<file path="config.mk">
export PLATFORM = sky130hd
export DESIGN_NAME = tcrp_queue
export DESIGN_NICKNAME = d
export VERILOG_FILES = /design/src/rtl/core/tcrp_pkg.sv /design/src/rtl/core/tcrp_queue.sv
export VERILOG_INCLUDE_DIRS = /design/src /design/src/rtl/core
export SDC_FILE = /design/constraint.sdc
export NUM_CORES = 1
export LEC_CHECK = 0
export BUFFER_PORTS_ARGS = -buffer_cell sky130_fd_sc_hd__buf_4
export CAP_MARGIN = 30
export CORE_MARGIN = 2
export CORE_UTILIZATION = 51
export CTS_CLUSTER_SIZE = 12
export DETAILED_ROUTE_END_ITERATION = 12
export PLACE_DENSITY_LB_ADDON = 0.2
export SLEW_MARGIN = 20
export SYNTH_ARGS = -nofsm -noshare
export SYNTH_HDL_FRONTEND = slang
export SYNTH_SLANG_ARGS = --single-unit
</file>
<file path="constraint.sdc">
create_clock -name clk -period 3.2 [get_ports clk]
set_clock_uncertainty 0.15 [all_clocks]
set_input_delay 0.32 -clock clk [delete_from_list [all_inputs] [get_ports clk]]
set_output_delay 0.32 -clock clk [all_outputs]
set_load 0.01 [all_outputs]
</file>
<file path="src/rtl/core/assert_macros.svh">
// shared assertion macros, clk and rst come from the enclosing module
`ifndef ASSERT_MACROS_SVH
`define ASSERT_MACROS_SVH

// same-cycle implication
`define CHK_IMPL(lbl, ante, cons, msg) \
  lbl: assert property (@(posedge clk) disable iff (rst) (ante) |-> (cons)) else $error(msg);

// next-cycle implication
`define CHK_NEXT(lbl, ante, cons, msg) \
  lbl: assert property (@(posedge clk) disable iff (rst) (ante) |=> (cons)) else $error(msg);

`endif

</file>
<file path="src/rtl/core/tcrp_pkg.sv">
package tcrp_pkg;

  localparam int COST_W = 20;
  localparam int IDX_W = 3;
  localparam int QUEUE_DEPTH_DEF = 4;

  // register indices
  localparam logic [IDX_W-1:0] REG_MODE = 3'd0;
  localparam logic [IDX_W-1:0] REG_CRATE = 3'd1;
  localparam logic [IDX_W-1:0] REG_PRATE = 3'd2;
  localparam logic [IDX_W-1:0] REG_CCAP = 3'd3;
  localparam logic [IDX_W-1:0] REG_PCAP = 3'd4;

  typedef enum logic [1:0] {
    MODE_TB  = 2'd0,
    MODE_SR  = 2'd1,
    MODE_TR  = 2'd2,
    MODE_OFF = 2'd3
  } mode_t;

  typedef enum logic [1:0] {
    COLOR_NONE   = 2'd0,
    COLOR_GREEN  = 2'd1,
    COLOR_YELLOW = 2'd2,
    COLOR_RED    = 2'd3
  } color_t;

  typedef struct packed {
    mode_t       mode;
    logic [31:0] crate;
    logic [31:0] prate;
    logic [31:0] ccap;
    logic [31:0] pcap;
  } cfg_t;

  typedef struct packed {
    logic        ccap_we;
    logic        pcap_we;
    logic [31:0] data;
  } cap_wr_t;

  typedef struct packed {
    mode_t             mode;
    logic [COST_W-1:0] cost;
    logic [31:0]       cprod;
    logic [31:0]       pprod;
  } item_t;

endpackage

</file>
<file path="src/rtl/core/tcrp_queue.sv">
module tcrp_queue
  import tcrp_pkg::*;
#(
  parameter int DEPTH = QUEUE_DEPTH_DEF
) (
  input  logic  clk,
  input  logic  rst,
  input  logic  push,
  input  item_t push_item,
  input  logic  pop,
  output item_t head,
  output logic  full,
  output logic  empty
);

  localparam int PW = $clog2(DEPTH);
  localparam int CW = $clog2(DEPTH + 1);
  localparam logic [PW-1:0] LAST = PW'(DEPTH - 1);
  localparam logic [CW-1:0] FULL_CNT = CW'(DEPTH);

  item_t         mem [DEPTH];
  logic [PW-1:0] wr_ptr;
  logic [PW-1:0] rd_ptr;
  logic [CW-1:0] count;

  assign full  = count == FULL_CNT;
  assign empty = count == '0;
  assign head  = mem[rd_ptr];

  always_ff @(posedge clk) begin
    if (rst) begin
      wr_ptr <= '0;
      rd_ptr <= '0;
      count  <= '0;
    end else begin
      if (push) begin
        wr_ptr <= (wr_ptr == LAST) ? '0 : wr_ptr + 1'b1;
      end
      if (pop) begin
        rd_ptr <= (rd_ptr == LAST) ? '0 : rd_ptr + 1'b1;
      end
      if (push && !pop) begin
        count <= count + 1'b1;
      end else if (pop && !push) begin
        count <= count - 1'b1;
      end
    end
  end

  always_ff @(posedge clk) begin
    if (push) begin
      mem[wr_ptr] <= push_item;
    end
  end

`include "assert_macros.svh"

  `CHK_IMPL(a_no_overflow, push, !full || pop, "push into full queue")
  `CHK_IMPL(a_no_underflow, pop, !empty, "pop from empty queue")

endmodule

</file>
==> run summary <==
Synth cell types - 19
hold_buf cts - 89
DR WL/cell - 20.6 um
vias in the first global route - 6662
Final #Nets - 887
drt initial violations - 476
ant diodes - 0
leakage - 0.00565 uW
share of cells above drive strength 1 - 0.396
Num CTS Buffers - 37
ratio of final minimum period to clock period - 0.779
syn_area_per_cell - 26.1 um^2
routed vias/inst - 5.39
total grt overflow - 0
syn nets - 591
clock root cell - clkbuf_16
reg-to-reg endpoint - mem[1][28]$_DFFE_PP_
Power Density - 612 nW/um^2
Clock transition at path regs - 0.06 ns
measured slew at the worst slew-check pin - 0.527 ns
global-route wire length before repair - 36000 um
Core ar. - 25000 um^2
post-synthesis cell area - 12900 um^2
max-slew violation count - 0
min Tclk post-route - 2.49 ns
Slew headroom - 0.649
drt pass-1 iters - 5
Hold WC Path Type - register to register
initial antenna violation count - 0
largest net degree at the start of global routing - 56
post_cts resized - 0
H-Tree Depth - 2
chip height - 163 um
die width - 163 um
Hold Path Origin - rd_ptr[1]$_SDFFE_PP0P_
element type at the critical path end - output pin
Port Buffers - 177
RR Startpoint - wr_ptr[1]$_SDFFE_PP0P_
GP Congestion - 0.718
Site Rows - 58
DRT Wirelength - 23500 um
final hold viol count - 0
register area share after synthesis - 0.816
Clock Latency Late Sink - 0.49 ns
Yosys reg bits - 353
CTS tree - yes
Post-CTS Setup Bufs - 0
CP Max Fanout - 42
Peak Freq - 0.401 GHz
placed inst area - 14600 um^2
WP data arrival - 2.02 ns
CP startpoint kind - register
fillcell total - 1626
Via Count - 6149
CTS sink count - 353
Post-DP HPWL - 13800 um
Max VDD drop - 0.432 mV
deepest clock path buffer count - 3
WP data required - 2.73 ns
Yosys Warn Count - 0
Cells after Synth - 494
post-route ant nets - 0
num ports - 178
Initial Util - 0.516
WHS Path Cells - 2
total global-route track usage - 0.180
Fin Setup TNS - 0 ns
Setup-failing EPs final - 0
unrepaired setup endpoints after global routing - false
area occupied by multi-input gates - 2190 um^2
Setup Crit Path Kind - register to output pin
die area - 26500 um^2
Syn-to-layout area delta - 28.6%
MaxCap Viol Count - 0
Finished Cell Area - 16600 um^2
R2R cell count - 4
register area - 10500 um^2
DRC viols - 0
status - complete, no violations
R2R Setup Slk - 1.20 ns
flip-flops by register name (all words and copies together), names as in the netlist, named ones only:
register / count
count: 3
mem: 344
rd_ptr: 2
wr_ptr: 2
synthesized netlist by cell type (all sizes together):
master	instances	area [um^2]
nor3b	2	15.0
ha	6	75.1
and2	4	25.0
edfxtp	344	10300
mux4	86	1940
or3	1	6.26
dfxtp	9	180
nor2	7	26.3
inv	4	15.0
mux2i	4	40.0
a21oi	2	10.0
o21ai	1	5.00
clkbuf	4	15.0
fa	1	20.0
buf	16	161
xor2	2	17.5
nor3	1	5.00
how the worst max path moves through the flow:
stage | slack, ns | end | depth (start not counted)
6_report | 0.71 | head[66] | 3
5_1_grt | 0.60 | head[66] | 3
4_1_cts | 0.64 | head[74] | 3
3_5_place_dp | 1.16 | mem[1][27]$_DFFE_PP_ | 4
3_3_place_gp | 1.20 | head[76] | 3
2_1_floorplan | 0.05 | mem[3][0]$_DFFE_PP_ | 2
cell usage in the layout, fill, tap and decap left out, drive strengths merged:
| cell | netlist | final |
|---|---|---|
| o21ai | 1 | 1 |
| mux4 | 86 | 86 |
| nor3b | 2 | 2 |
| dlygate4sd3 | 0 | 89 |
| nor3 | 1 | 1 |
| buf | 16 | 188 |
| dfxtp | 9 | 9 |
| mux2i | 4 | 4 |
| or3 | 1 | 1 |
| clkbuf | 4 | 55 |
| ha | 6 | 6 |
| clkinv | 0 | 5 |
| xor2 | 2 | 2 |
| a21oi | 2 | 2 |
| fa | 1 | 1 |
| edfxtp | 344 | 344 |
| and2 | 4 | 4 |
| nor2 | 7 | 7 |
| inv | 4 | 4 |
worst max-delay path: stages, from the launching register on:
cell and delay, ns:
dfxtp_4 0.61, buf_12 0.31, mux4_2 0.40, buf_4 0.17
where the power goes:
part	internal [uW]	switching, uW
logic	571	484
clock network	2170	1540
registers	5300	62.3
total	8040	2090
final cells by class:
cell class / instances / area share
Clock buffer: 55 / 0.0612
Clock inverter: 5 / 0.00151
Inverter: 4 / 0.000906
Multi-Input combinational cell: 117 / 0.132
Sequential cell: 353 / 0.635
Tap cell: 330 / 0.0249
Timing Repair Buffer: 277 / 0.144
through the flow:
stage	hold slack, ns	power [uW]	setup slack [ns]	utilization	instances
6_report	0.376	10100	0.706	0.664	1141
5_1_grt	0.394	10500	0.602	0.664	1141
4_1_cts	0.378	10300	0.635	0.664	1141
3_5_place_dp	0.366	6440	1.16	0.586	992
3_3_place_gp	0.328	6400	1.20	0.586	992
2_1_floorplan	0.239	5950	0.0518	-	494
cell families after synthesis:
logic type	Yosys count	share of synthesized area
AOI/OAI and AO/OA	3	0.00117
and+or+nand+nor	15	0.00602
DFF	353	0.816
muxes	90	0.153
xor gates and xnor gates	2	0.00136
adders and majority gates	7	0.00738
buffers and inverters	24	0.0149
per-layer routing:
| layer | vias to the layer above | global-route usage | part of all wire |
|---|---|---|---|
| met1 | 3201 | 0.240 | 0.41 |
| met2 | 202 | 0.308 | 0.51 |
| met3 | 33 | 0.0369 | 0.058 |
| met5 | - | 0 | 0 |
| met4 | 0 | 0.0442 | 0.016 |
| li1 | 2713 | - | - |
(Power assumes the default switching activity.)
