File: config.mk
export PLATFORM = sky130hd
export DESIGN_NAME = tcrp_back
export DESIGN_NICKNAME = d
export VERILOG_FILES = /design/src/rtl/core/tcrp_pkg.sv /design/src/rtl/core/tcrp_back.sv
export VERILOG_INCLUDE_DIRS = /design/src /design/src/rtl/core
export SDC_FILE = /design/constraint.sdc
export NUM_CORES = 1
export LEC_CHECK = 0
export BUFFER_PORTS_ARGS = -buffer_cell sky130_fd_sc_hd__clkbuf_2
export CAP_MARGIN = 20
export CELL_PAD_IN_SITES_DETAIL_PLACEMENT = 0
export CELL_PAD_IN_SITES_GLOBAL_PLACEMENT = 1
export CORE_MARGIN = 2
export CORE_UTILIZATION = 45
export CTS_CLUSTER_DIAMETER = 80
export DETAILED_ROUTE_END_ITERATION = 8
export PLACE_DENSITY = 0.93
export SLEW_MARGIN = 20
export SYNTH_ARGS = -nofsm -noshare
export SYNTH_HDL_FRONTEND = slang
export SYNTH_SLANG_ARGS = --single-unit
File: constraint.sdc
create_clock -name clk -period 20.3 [get_ports clk]
set_input_delay 4.06 -clock clk [delete_from_list [all_inputs] [get_ports clk]]
set_output_delay 4.06 -clock clk [all_outputs]
set_load 0.005 [all_outputs]
File: src/rtl/core/assert_macros.svh
// shared assertion macros, clk and rst come from the enclosing module
`ifndef ASSERT_MACROS_SVH
`define ASSERT_MACROS_SVH

// same-cycle implication
`define CHK_IMPL(lbl, ante, cons, msg) \
  lbl: assert property (@(posedge clk) disable iff (rst) (ante) |-> (cons)) else $error(msg);

// next-cycle implication
`define CHK_NEXT(lbl, ante, cons, msg) \
  lbl: assert property (@(posedge clk) disable iff (rst) (ante) |=> (cons)) else $error(msg);

`endif

File: src/rtl/core/tcrp_pkg.sv
package tcrp_pkg;

  localparam int COST_W = 20;
  localparam int IDX_W = 3;
  localparam int QUEUE_DEPTH_DEF = 4;

  // register indices
  localparam logic [IDX_W-1:0] REG_MODE = 3'd0;
  localparam logic [IDX_W-1:0] REG_CRATE = 3'd1;
  localparam logic [IDX_W-1:0] REG_PRATE = 3'd2;
  localparam logic [IDX_W-1:0] REG_CCAP = 3'd3;
  localparam logic [IDX_W-1:0] REG_PCAP = 3'd4;

  typedef enum logic [1:0] {
    MODE_TB  = 2'd0,
    MODE_SR  = 2'd1,
    MODE_TR  = 2'd2,
    MODE_OFF = 2'd3
  } mode_t;

  typedef enum logic [1:0] {
    COLOR_NONE   = 2'd0,
    COLOR_GREEN  = 2'd1,
    COLOR_YELLOW = 2'd2,
    COLOR_RED    = 2'd3
  } color_t;

  typedef struct packed {
    mode_t       mode;
    logic [31:0] crate;
    logic [31:0] prate;
    logic [31:0] ccap;
    logic [31:0] pcap;
  } cfg_t;

  typedef struct packed {
    logic        ccap_we;
    logic        pcap_we;
    logic [31:0] data;
  } cap_wr_t;

  typedef struct packed {
    mode_t             mode;
    logic [COST_W-1:0] cost;
    logic [31:0]       cprod;
    logic [31:0]       pprod;
  } item_t;

endpackage

File: src/rtl/core/tcrp_back.sv
module tcrp_back
  import tcrp_pkg::*;
(
  input  logic        clk,
  input  logic        rst,
  input  cfg_t        cfg,
  input  cap_wr_t     cap_wr,
  input  item_t       head,
  input  logic        q_empty,
  output logic        pop,
  output logic        out_valid,
  input  logic        out_stall,
  output logic        matched,
  output logic [1:0]  color
);

  logic [31:0] cc;
  logic [31:0] pc;
  logic [31:0] cc_next;
  logic [31:0] pc_next;
  logic        matched_next;
  color_t      color_next;
  logic [32:0] csum;
  logic        c_over;
  logic [31:0] c_clamp;
  logic [32:0] c_extra;
  logic [32:0] p_term;
  logic [33:0] psum;
  logic [31:0] p_clamp;
  logic        p_upd;
  logic [31:0] p_avail;
  logic [31:0] cost32;
  color_t      color_q;

  assign pop    = !q_empty && (!out_valid || !out_stall);
  assign cost32 = {{(32 - COST_W){1'b0}}, head.cost};

  always_comb begin
    csum    = {1'b0, cc} + {1'b0, head.cprod};
    c_over  = csum > {1'b0, cfg.ccap};
    c_clamp = c_over ? cfg.ccap : csum[31:0];
    c_extra = csum - {1'b0, cfg.ccap};
    // excess overflow feeds peak in single-rate, peak rate in two-rate
    p_term  = (head.mode == MODE_TR) ? {1'b0, head.pprod} : c_extra;
    psum    = {2'b0, pc} + {1'b0, p_term};
    p_clamp = (psum > {2'b0, cfg.pcap}) ? cfg.pcap : psum[31:0];
    p_upd   = (head.mode == MODE_TR) || (c_over && (pc < cfg.pcap));
    p_avail = p_upd ? p_clamp : pc;

    cc_next      = cc;
    pc_next      = pc;
    matched_next = 1'b0;
    color_next   = COLOR_NONE;
    case (head.mode)
      MODE_TB: begin
        cc_next = c_clamp;
        if (c_clamp >= cost32) begin
          cc_next      = c_clamp - cost32;
          matched_next = 1'b1;
        end
      end
      MODE_SR: begin
        cc_next      = c_clamp;
        pc_next      = p_avail;
        matched_next = 1'b1;
        if (c_clamp >= cost32) begin
          cc_next    = c_clamp - cost32;
          color_next = COLOR_GREEN;
        end else if (p_avail >= cost32) begin
          pc_next    = p_avail - cost32;
          color_next = COLOR_YELLOW;
        end else begin
          color_next = COLOR_RED;
        end
      end
      MODE_TR: begin
        cc_next      = c_clamp;
        pc_next      = p_avail;
        matched_next = 1'b1;
        if (p_avail < cost32) begin
          color_next = COLOR_RED;
        end else if (c_clamp < cost32) begin
          pc_next    = p_avail - cost32;
          color_next = COLOR_YELLOW;
        end else begin
          pc_next    = p_avail - cost32;
          cc_next    = c_clamp - cost32;
          color_next = COLOR_GREEN;
        end
      end
      default: begin
        cc_next = cc;
      end
    endcase
  end

  always_ff @(posedge clk) begin
    if (rst) begin
      cc        <= '0;
      pc        <= '0;
      out_valid <= 1'b0;
    end else begin
      if (cap_wr.ccap_we) begin
        cc <= cap_wr.data;
      end else if (pop) begin
        cc <= cc_next;
      end
      if (cap_wr.pcap_we) begin
        pc <= cap_wr.data;
      end else if (pop) begin
        pc <= pc_next;
      end
      if (pop) begin
        out_valid <= 1'b1;
      end else if (!out_stall) begin
        out_valid <= 1'b0;
      end
    end
  end

  always_ff @(posedge clk) begin
    if (pop) begin
      matched <= matched_next;
      color_q <= color_next;
    end
  end

  assign color = color_q;

`include "assert_macros.svh"

  `CHK_IMPL(a_cc_capped, 1'b1, cc <= cfg.ccap, "committed credit above cap")
  `CHK_IMPL(a_pc_capped, 1'b1, pc <= cfg.pcap, "peak credit above cap")

endmodule

==> results.sh, run 1 <==
export IMPL_row_count=65
export IMPL_pwr_share_comb_pct=85.6
export IMPL_yosysUniqueCellTypes=93
export IMPL_p_leak_nw=7.59
export IMPL_drv_slew=0
export IMPL_vias=16400
export IMPL_hold_ws_ps=504
export IMPL_powerDensity_nw_per_um2=151
export IMPL_antenna_left=0
export IMPL_syn_area_per_cell_um2=7.08
export IMPL_route_final_wire_length_mm=56.4
export IMPL_antenna_found_initial=0
export IMPL_synth_seq_cells=68
export IMPL_io_buffers=192
export IMPL_grt_pass1_wl_mm=86.2
export IMPL_htreeDepth=3
export IMPL_status="finished, final reports clean"
export IMPL_hold_violations=0
export IMPL_finish_utilization_pct=50.7
export IMPL_drt_vias_per_instance=6.37
export IMPL_finalCritPeriodShare_pct=91.1
export IMPL_critical_path_required_ps=20580
export IMPL_clkPwrFrac_pct=7.3
export IMPL_layout_nets=2638
export IMPL_ir_drop_mv=0.126
export IMPL_setup_violations=0
export IMPL_netlist_area_um2=14400
export IMPL_min_period_ps=18500
export IMPL_synthArstFlopShare_pct=0
export IMPL_grt_max_degree=71
export IMPL_drive_above_1_share_pct=12.8
export IMPL_hp_class="flop to flop"
export IMPL_clk_latency_ps=370
export IMPL_die_area_um2=33500
export IMPL_seqPwrFrac_pct=7.1
export IMPL_crit_path_end_kind="flop"
export IMPL_cp_start_kind="primary input"
export IMPL_cts_resized=0
export IMPL_drc=0
export IMPL_die_x_um=183
export IMPL_hpwlAfterDp_mm=47.1
export IMPL_tightest_slew_ps=1280
export IMPL_wl_per_cell_um=21.9
export IMPL_die_y_um=183
export IMPL_drtIter0Drc=1738
export IMPL_p_switching_mw=1.38
export IMPL_clk_pin_slew_ps=60
export IMPL_cts_made_buffers=9
export IMPL_p_int_mw=1.03
export IMPL_post_cts_buffers=0
export IMPL_synth_seq_area_share_pct=9.66
export IMPL_overflow=0
export IMPL_core_um2=31600
export IMPL_cts_tree="built"
export IMPL_synthFlopType="dfxtp_1"
export IMPL_area_delta_synth_final_pct=11.0
export IMPL_clkSinkCount=68
export IMPL_finClkSkew_ps=14.7
export IMPL_ios=259
export IMPL_final_cells=2582
export IMPL_arrival_ps=18780
export IMPL_switching_share_pct=57.2
export IMPL_dr_pass1_iters=6
export IMPL_ys_warn_count=0
export IMPL_cp_slowest_stage_delay_ps=1100
export IMPL_crit_fanout=32
export IMPL_synth_edf_count=3
export IMPL_path_class="primary input to flop"
export IMPL_drv_cap=0
export IMPL_synthesis_instances=2034
export IMPL_path_common_cell="a21oi_1"
export IMPL_timing_fmax_ghz=0.0541
export IMPL_finalSetupTns_ps=0
export IMPL_crit_slowest_cell="a2111oi_0"
export IMPL_post_place_cells=2565
export IMPL_syn_nets=2498
export IMPL_hold_buffers=0
export IMPL_cts_root_buf="clkbuf_16"
export IMPL_grt_pass1_vias=15200
export IMPL_start_util_pct=45.7
export IMPL_rsz0062_at_grt="false"
export IMPL_slew_limit_headroom_pct=12.6
export IMPL_grt_usage_pct=32.9
export IMPL_clock_path_buffers=2
export IMPL_place_congestion=0.984
-- critical path: cells and delay by family --
| family | cells | cell delay (ps) |
|---|---|---|
| AO/OA/AOI/OAI | 34 | 8370 |
| adder cells (fa/ha/maj) | 7 | 2240 |
| XOR/XNOR | 2 | 510 |
| AND/OR/NAND/NOR | 12 | 3020 |
| buffers and inverters | 4 | 530 |
-- through the flow --
| stage | cell area (µm²) | worst slack [ps] | power [mW] |
|---|---|---|---|
| after floorplan | 14400 | 5230 | 1.65 |
| after global placement | 15700 | 2210 | 2.15 |
| after detailed placement | 15700 | 2070 | 2.17 |
| after CTS | 16000 | 2370 | 2.36 |
| after global routing | 16000 | 1020 | 2.60 |
| final | 16000 | 1800 | 2.41 |
-- power by group through the flow --
stage	sequential, mW	clock (mW)	combinational (mW)
finish	0.172	0.176	2.06
global route	0.173	0.180	2.24
CTS	0.171	0.175	2.01
detailed placement	0.173	0	2.00
global placement	0.173	0	1.97
floorplan	0.164	0	1.49
-- cell families (layout without fill, tap and decap cells) --
| group | count (synthesis) | after routing | synth area share (%) |
|---|---|---|---|
| DFF | 68 | 68 | 9.66 |
| and+or+nand+nor | 613 | 613 | 21.2 |
| other | 0 | 1 | 0 |
| AOI/OAI and AO/OA | 758 | 758 | 33.9 |
| adders and majority gates | 210 | 210 | 18.5 |
| muxes | 55 | 55 | 3.91 |
| xor gates and xnor gates | 111 | 111 | 6.88 |
| buffers and inverters | 219 | 364 | 6.00 |
-- cell usage in the layout (no fill, tap or decap), types with 14 or more instances in the layout --
cell | Yosys | layout
a211oi_1 | 40 | 40
buf_4 | 5 | 14
ha_1 | 205 | 204
a21oi_1 | 177 | 177
and4_1 | 20 | 20
a31oi_1 | 39 | 39
o21bai_1 | 22 | 22
nor2_1 | 115 | 113
o31ai_1 | 17 | 16
o21ai_1 | 26 | 25
and3_1 | 23 | 23
nand3_1 | 50 | 50
and2_1 | 17 | 17
a21o_1 | 59 | 59
nand2_1 | 205 | 205
nand4_1 | 45 | 45
nand2b_1 | 17 | 17
xnor2_1 | 67 | 67
xor2_1 | 43 | 43
o21a_1 | 32 | 32
nor2b_1 | 19 | 19
o21ai_0 | 203 | 203
inv_1 | 141 | 141
mux2i_1 | 45 | 45
dfxtp_1 | 65 | 65
clkbuf_2 | 0 | 192
nor3_1 | 44 | 44
o211ai_1 | 16 | 16
-- final timing paths --
| kind | slack (ps) | startpoint | end | cells after the start |
|---|---|---|---|---|
| min | 500 | out_valid | out_valid | 2 |
| max reg2reg | 5230 | cc[0] | cc[24] | 58 |
| max | 1800 | head[32] | cc[24] | 59 |
| min reg2reg | 500 | out_valid | out_valid | 2 |
-- final cells by class --
| type | instances | area (µm²) |
|---|---|---|
| fillers | 3252 | 15600 |
| flip-flops and latches | 68 | 1390 |
| inverters | 142 | 533 |
| multi-input cells | 1747 | 12200 |
| repair buffers | 206 | 1070 |
| well taps | 402 | 503 |
| clock buffers | 13 | 272 |
| clock inverters | 3 | 43.8 |
| diodes | 1 | 2.50 |
-- registers in the layout, summed over array words and instances, names as in the netlist --
name,count
cc,32
color,2
matched,1
out_valid,1
pc,32
-- synthesized netlist by cell type (all sizes together) (8+ instances only) --
cell	n	share of area, %
o22ai	8	0.35
o41ai	8	0.62
or3	8	0.35
o21ai	231	8.1
clkbuf	63	1.6
mux2i	45	3.1
o21bai	22	1.1
a211o	9	0.55
dfxtp	65	9.0
a31o	9	0.55
nor4	14	0.71
a21o	59	3.1
ha	205	18
xor2	43	2.6
a211oi	40	2.1
or4	8	0.44
and3	23	1.0
a31oi	40	1.8
nand4	45	2.0
nor2b	19	0.82
a221oi	10	0.61
buf	14	0.66
inv	141	3.7
nor2	117	3.1
o21a	32	1.7
xnor2	68	4.3
a21boi	9	0.47
and2	17	0.74
a2111oi	13	1.1
nor3	45	1.6
nand2b	17	0.74
mux2	10	0.78
or2	9	0.41
a21oi	179	6.3
o31ai	17	0.89
o31a	8	0.49
o211ai	17	0.92
nand2	205	5.3
nand3	53	1.9
and4	20	1.2
-- per-layer routing --
layer  GRT usage (%)  up-vias  share of wire (%)
li1                -     7878                  -
met1            47.0     7729                 46
met2            51.3      745                 43
met3            4.13       85                8.1
met4            10.2        0                2.7
met5               0        -                  0
Note: power is estimated with default switching activity, not from simulation.
==> inputs of run 2 (changes only) <==
Settings changed: RECOVER_POWER from default to 50.
==> run 2 against run 1 <==
The run now ends with capacitance limit, slew limit left. Non-clock buffer count did not move. Worst hold slack got worse by 1.9 ps. Sequential power barely moved. Count of clock-buffer cells in the layout did not move. Sequential share of layout area barely moved. Final area fell by 0.20%. Wire length rose by 0.18%. Combinational power barely moved. Power fell by 0.21%. Clock skew fell by 0.53 ps. Die area did not move. Fmax fell by 0.85%.
==> results.sh, run 2 (synthesis results as in run 1) <==
export IMPL_cts_root_buf="clkbuf_16"
export IMPL_p_int_mw=1.03
export IMPL_placed_cell_area_um2=15700
export IMPL_clk_latency_ps=370
export IMPL_route_final_wire_length_mm=56.5
export IMPL_die_y_um=183
export IMPL_arrival_ps=18920
export IMPL_final_cells=2582
export IMPL_drive_above_1_share_pct=12.3
export IMPL_antenna_found_initial=0
export IMPL_clock_path_buffers=2
export IMPL_area_delta_synth_final_pct=10.8
export IMPL_grt_max_degree=71
export IMPL_grt_pass1_wl_mm=86.2
export IMPL_cts_resized=0
export IMPL_place_congestion=0.984
export IMPL_setup_violations=0
export IMPL_final_common_cell="o21ai_0"
export IMPL_overflow=0
export IMPL_start_util_pct=45.7
export IMPL_path_class="primary input to flop"
export IMPL_seqPwrFrac_pct=7.1
export IMPL_p_switching_mw=1.38
export IMPL_crit_family="compound AO/OA/AOI/OAI gates"
export IMPL_hold_buffers=0
export IMPL_cts_made_buffers=9
export IMPL_finalSetupTns_ps=0
export IMPL_drt_vias_per_instance=6.38
export IMPL_drc=0
export IMPL_row_count=65
export IMPL_crit_buf_inv=3
export IMPL_ios=259
export IMPL_grt_usage_pct=32.9
export IMPL_violations="capacitance limit, slew limit"
export IMPL_crit_path_end_kind="flop"
export IMPL_core_um2=31600
export IMPL_hpwlAfterDp_mm=47.1
export IMPL_cts_tree="built"
export IMPL_antenna_left=0
export IMPL_pwr_share_comb_pct=85.5
export IMPL_switching_share_pct=57.2
export IMPL_post_place_cells=2565
export IMPL_grt_pass1_vias=15200
export IMPL_slew_limit_headroom_pct=-7.72
export IMPL_ir_drop_mv=0.127
export IMPL_htreeDepth=3
export IMPL_post_cts_buffers=0
export IMPL_drv_slew=22
export IMPL_crit_fanout=32
export IMPL_wl_per_cell_um=21.9
export IMPL_cp_start_kind="primary input"
export IMPL_hold_violations=0
export IMPL_tightest_slew_ps=1620
export IMPL_cp_slowest_stage_delay_ps=1090
export IMPL_worst_slack_ps=1640
export IMPL_crit_slowest_cell="a2111oi_0"
export IMPL_finClkSkew_ps=14.2
export IMPL_io_buffers=192
export IMPL_vias=16500
export IMPL_final_cell_mix="211 x o21ai_0, 205 x nand2_1, 204 x ha_1, 187 x clkbuf_2, 178 x a21oi_1"
export IMPL_rsz0062_at_grt="false"
export IMPL_path_common_cell="o21ai_0"
export IMPL_drv_cap=1
export IMPL_clk_pin_slew_ps=60
export IMPL_powerDensity_nw_per_um2=151
export IMPL_finalCritPeriodShare_pct=91.9
export IMPL_hold_ws_ps=502
export IMPL_p_total_mw=2.41
export IMPL_layout_nets=2638
export IMPL_finish_utilization_pct=50.6
export IMPL_die_area_um2=33500
export IMPL_p_leak_nw=7.56
export IMPL_timing_fmax_ghz=0.0536
export IMPL_post_place_ws_ps=2070
export IMPL_drtIter0Drc=1732
export IMPL_critical_path_required_ps=20560
export IMPL_hp_class="flop to flop"
export IMPL_status="complete, but fails checks"
export IMPL_die_x_um=183
export IMPL_min_period_ps=18660
export IMPL_clkSinkCount=68
export IMPL_fin_area_um2=16000
export IMPL_clkPwrFrac_pct=7.3
export IMPL_dr_pass1_iters=6
-- run 2: cell types whose count changed in the layout (fill, tap and decap cells not counted), sizes merged --
| cell | delta |
|---|---|
| clkbuf | +1 |
| buf | -1 |
-- run 2: worst paths after layout --
path / from / endpoint / slack, ps / depth (start not counted)
max reg2reg: cc[0] / pc[31] / 5100 / 56
min: out_valid / out_valid / 500 / 2
min reg2reg: out_valid / out_valid / 500 / 2
max: head[32] / pc[31] / 1640 / 57
-- run 2: tightest hold or removal path: stages (launching register included) --
cell	delay, ps
dfxtp_1	330
nand2_1	60
a21oi_1	60
-- run 2: final cells by class --
type / count / area [µm²]
diodes: 1 / 2.50
clock buffers: 13 / 272
clock inverters: 3 / 43.8
fillers: 3263 / 15600
inverters: 142 / 533
multi-input cells: 1747 / 12200
flip-flops and latches: 68 / 1390
well taps: 402 / 503
repair buffers: 206 / 1060
-- run 2: metal layers --
layer	global-route usage, %	vias up	part of all wire, %	wire length [µm]
met1	47.0	7754	45	25600
li1	-	7881	-	-
met4	10.2	0	2.7	1510
met3	4.13	79	8.9	5040
met5	0	-	0	0
met2	51.3	763	43	24400
-- run 2: power by group through the flow --
stage	registers [mW]	clock network, mW	logic, mW
2_1_floorplan	0.164	0	1.49
3_5_place_dp	0.173	0	2.00
5_1_grt	0.173	0.180	2.24
6_report	0.172	0.176	2.06
4_1_cts	0.171	0.175	2.01
3_3_place_gp	0.173	0	1.97
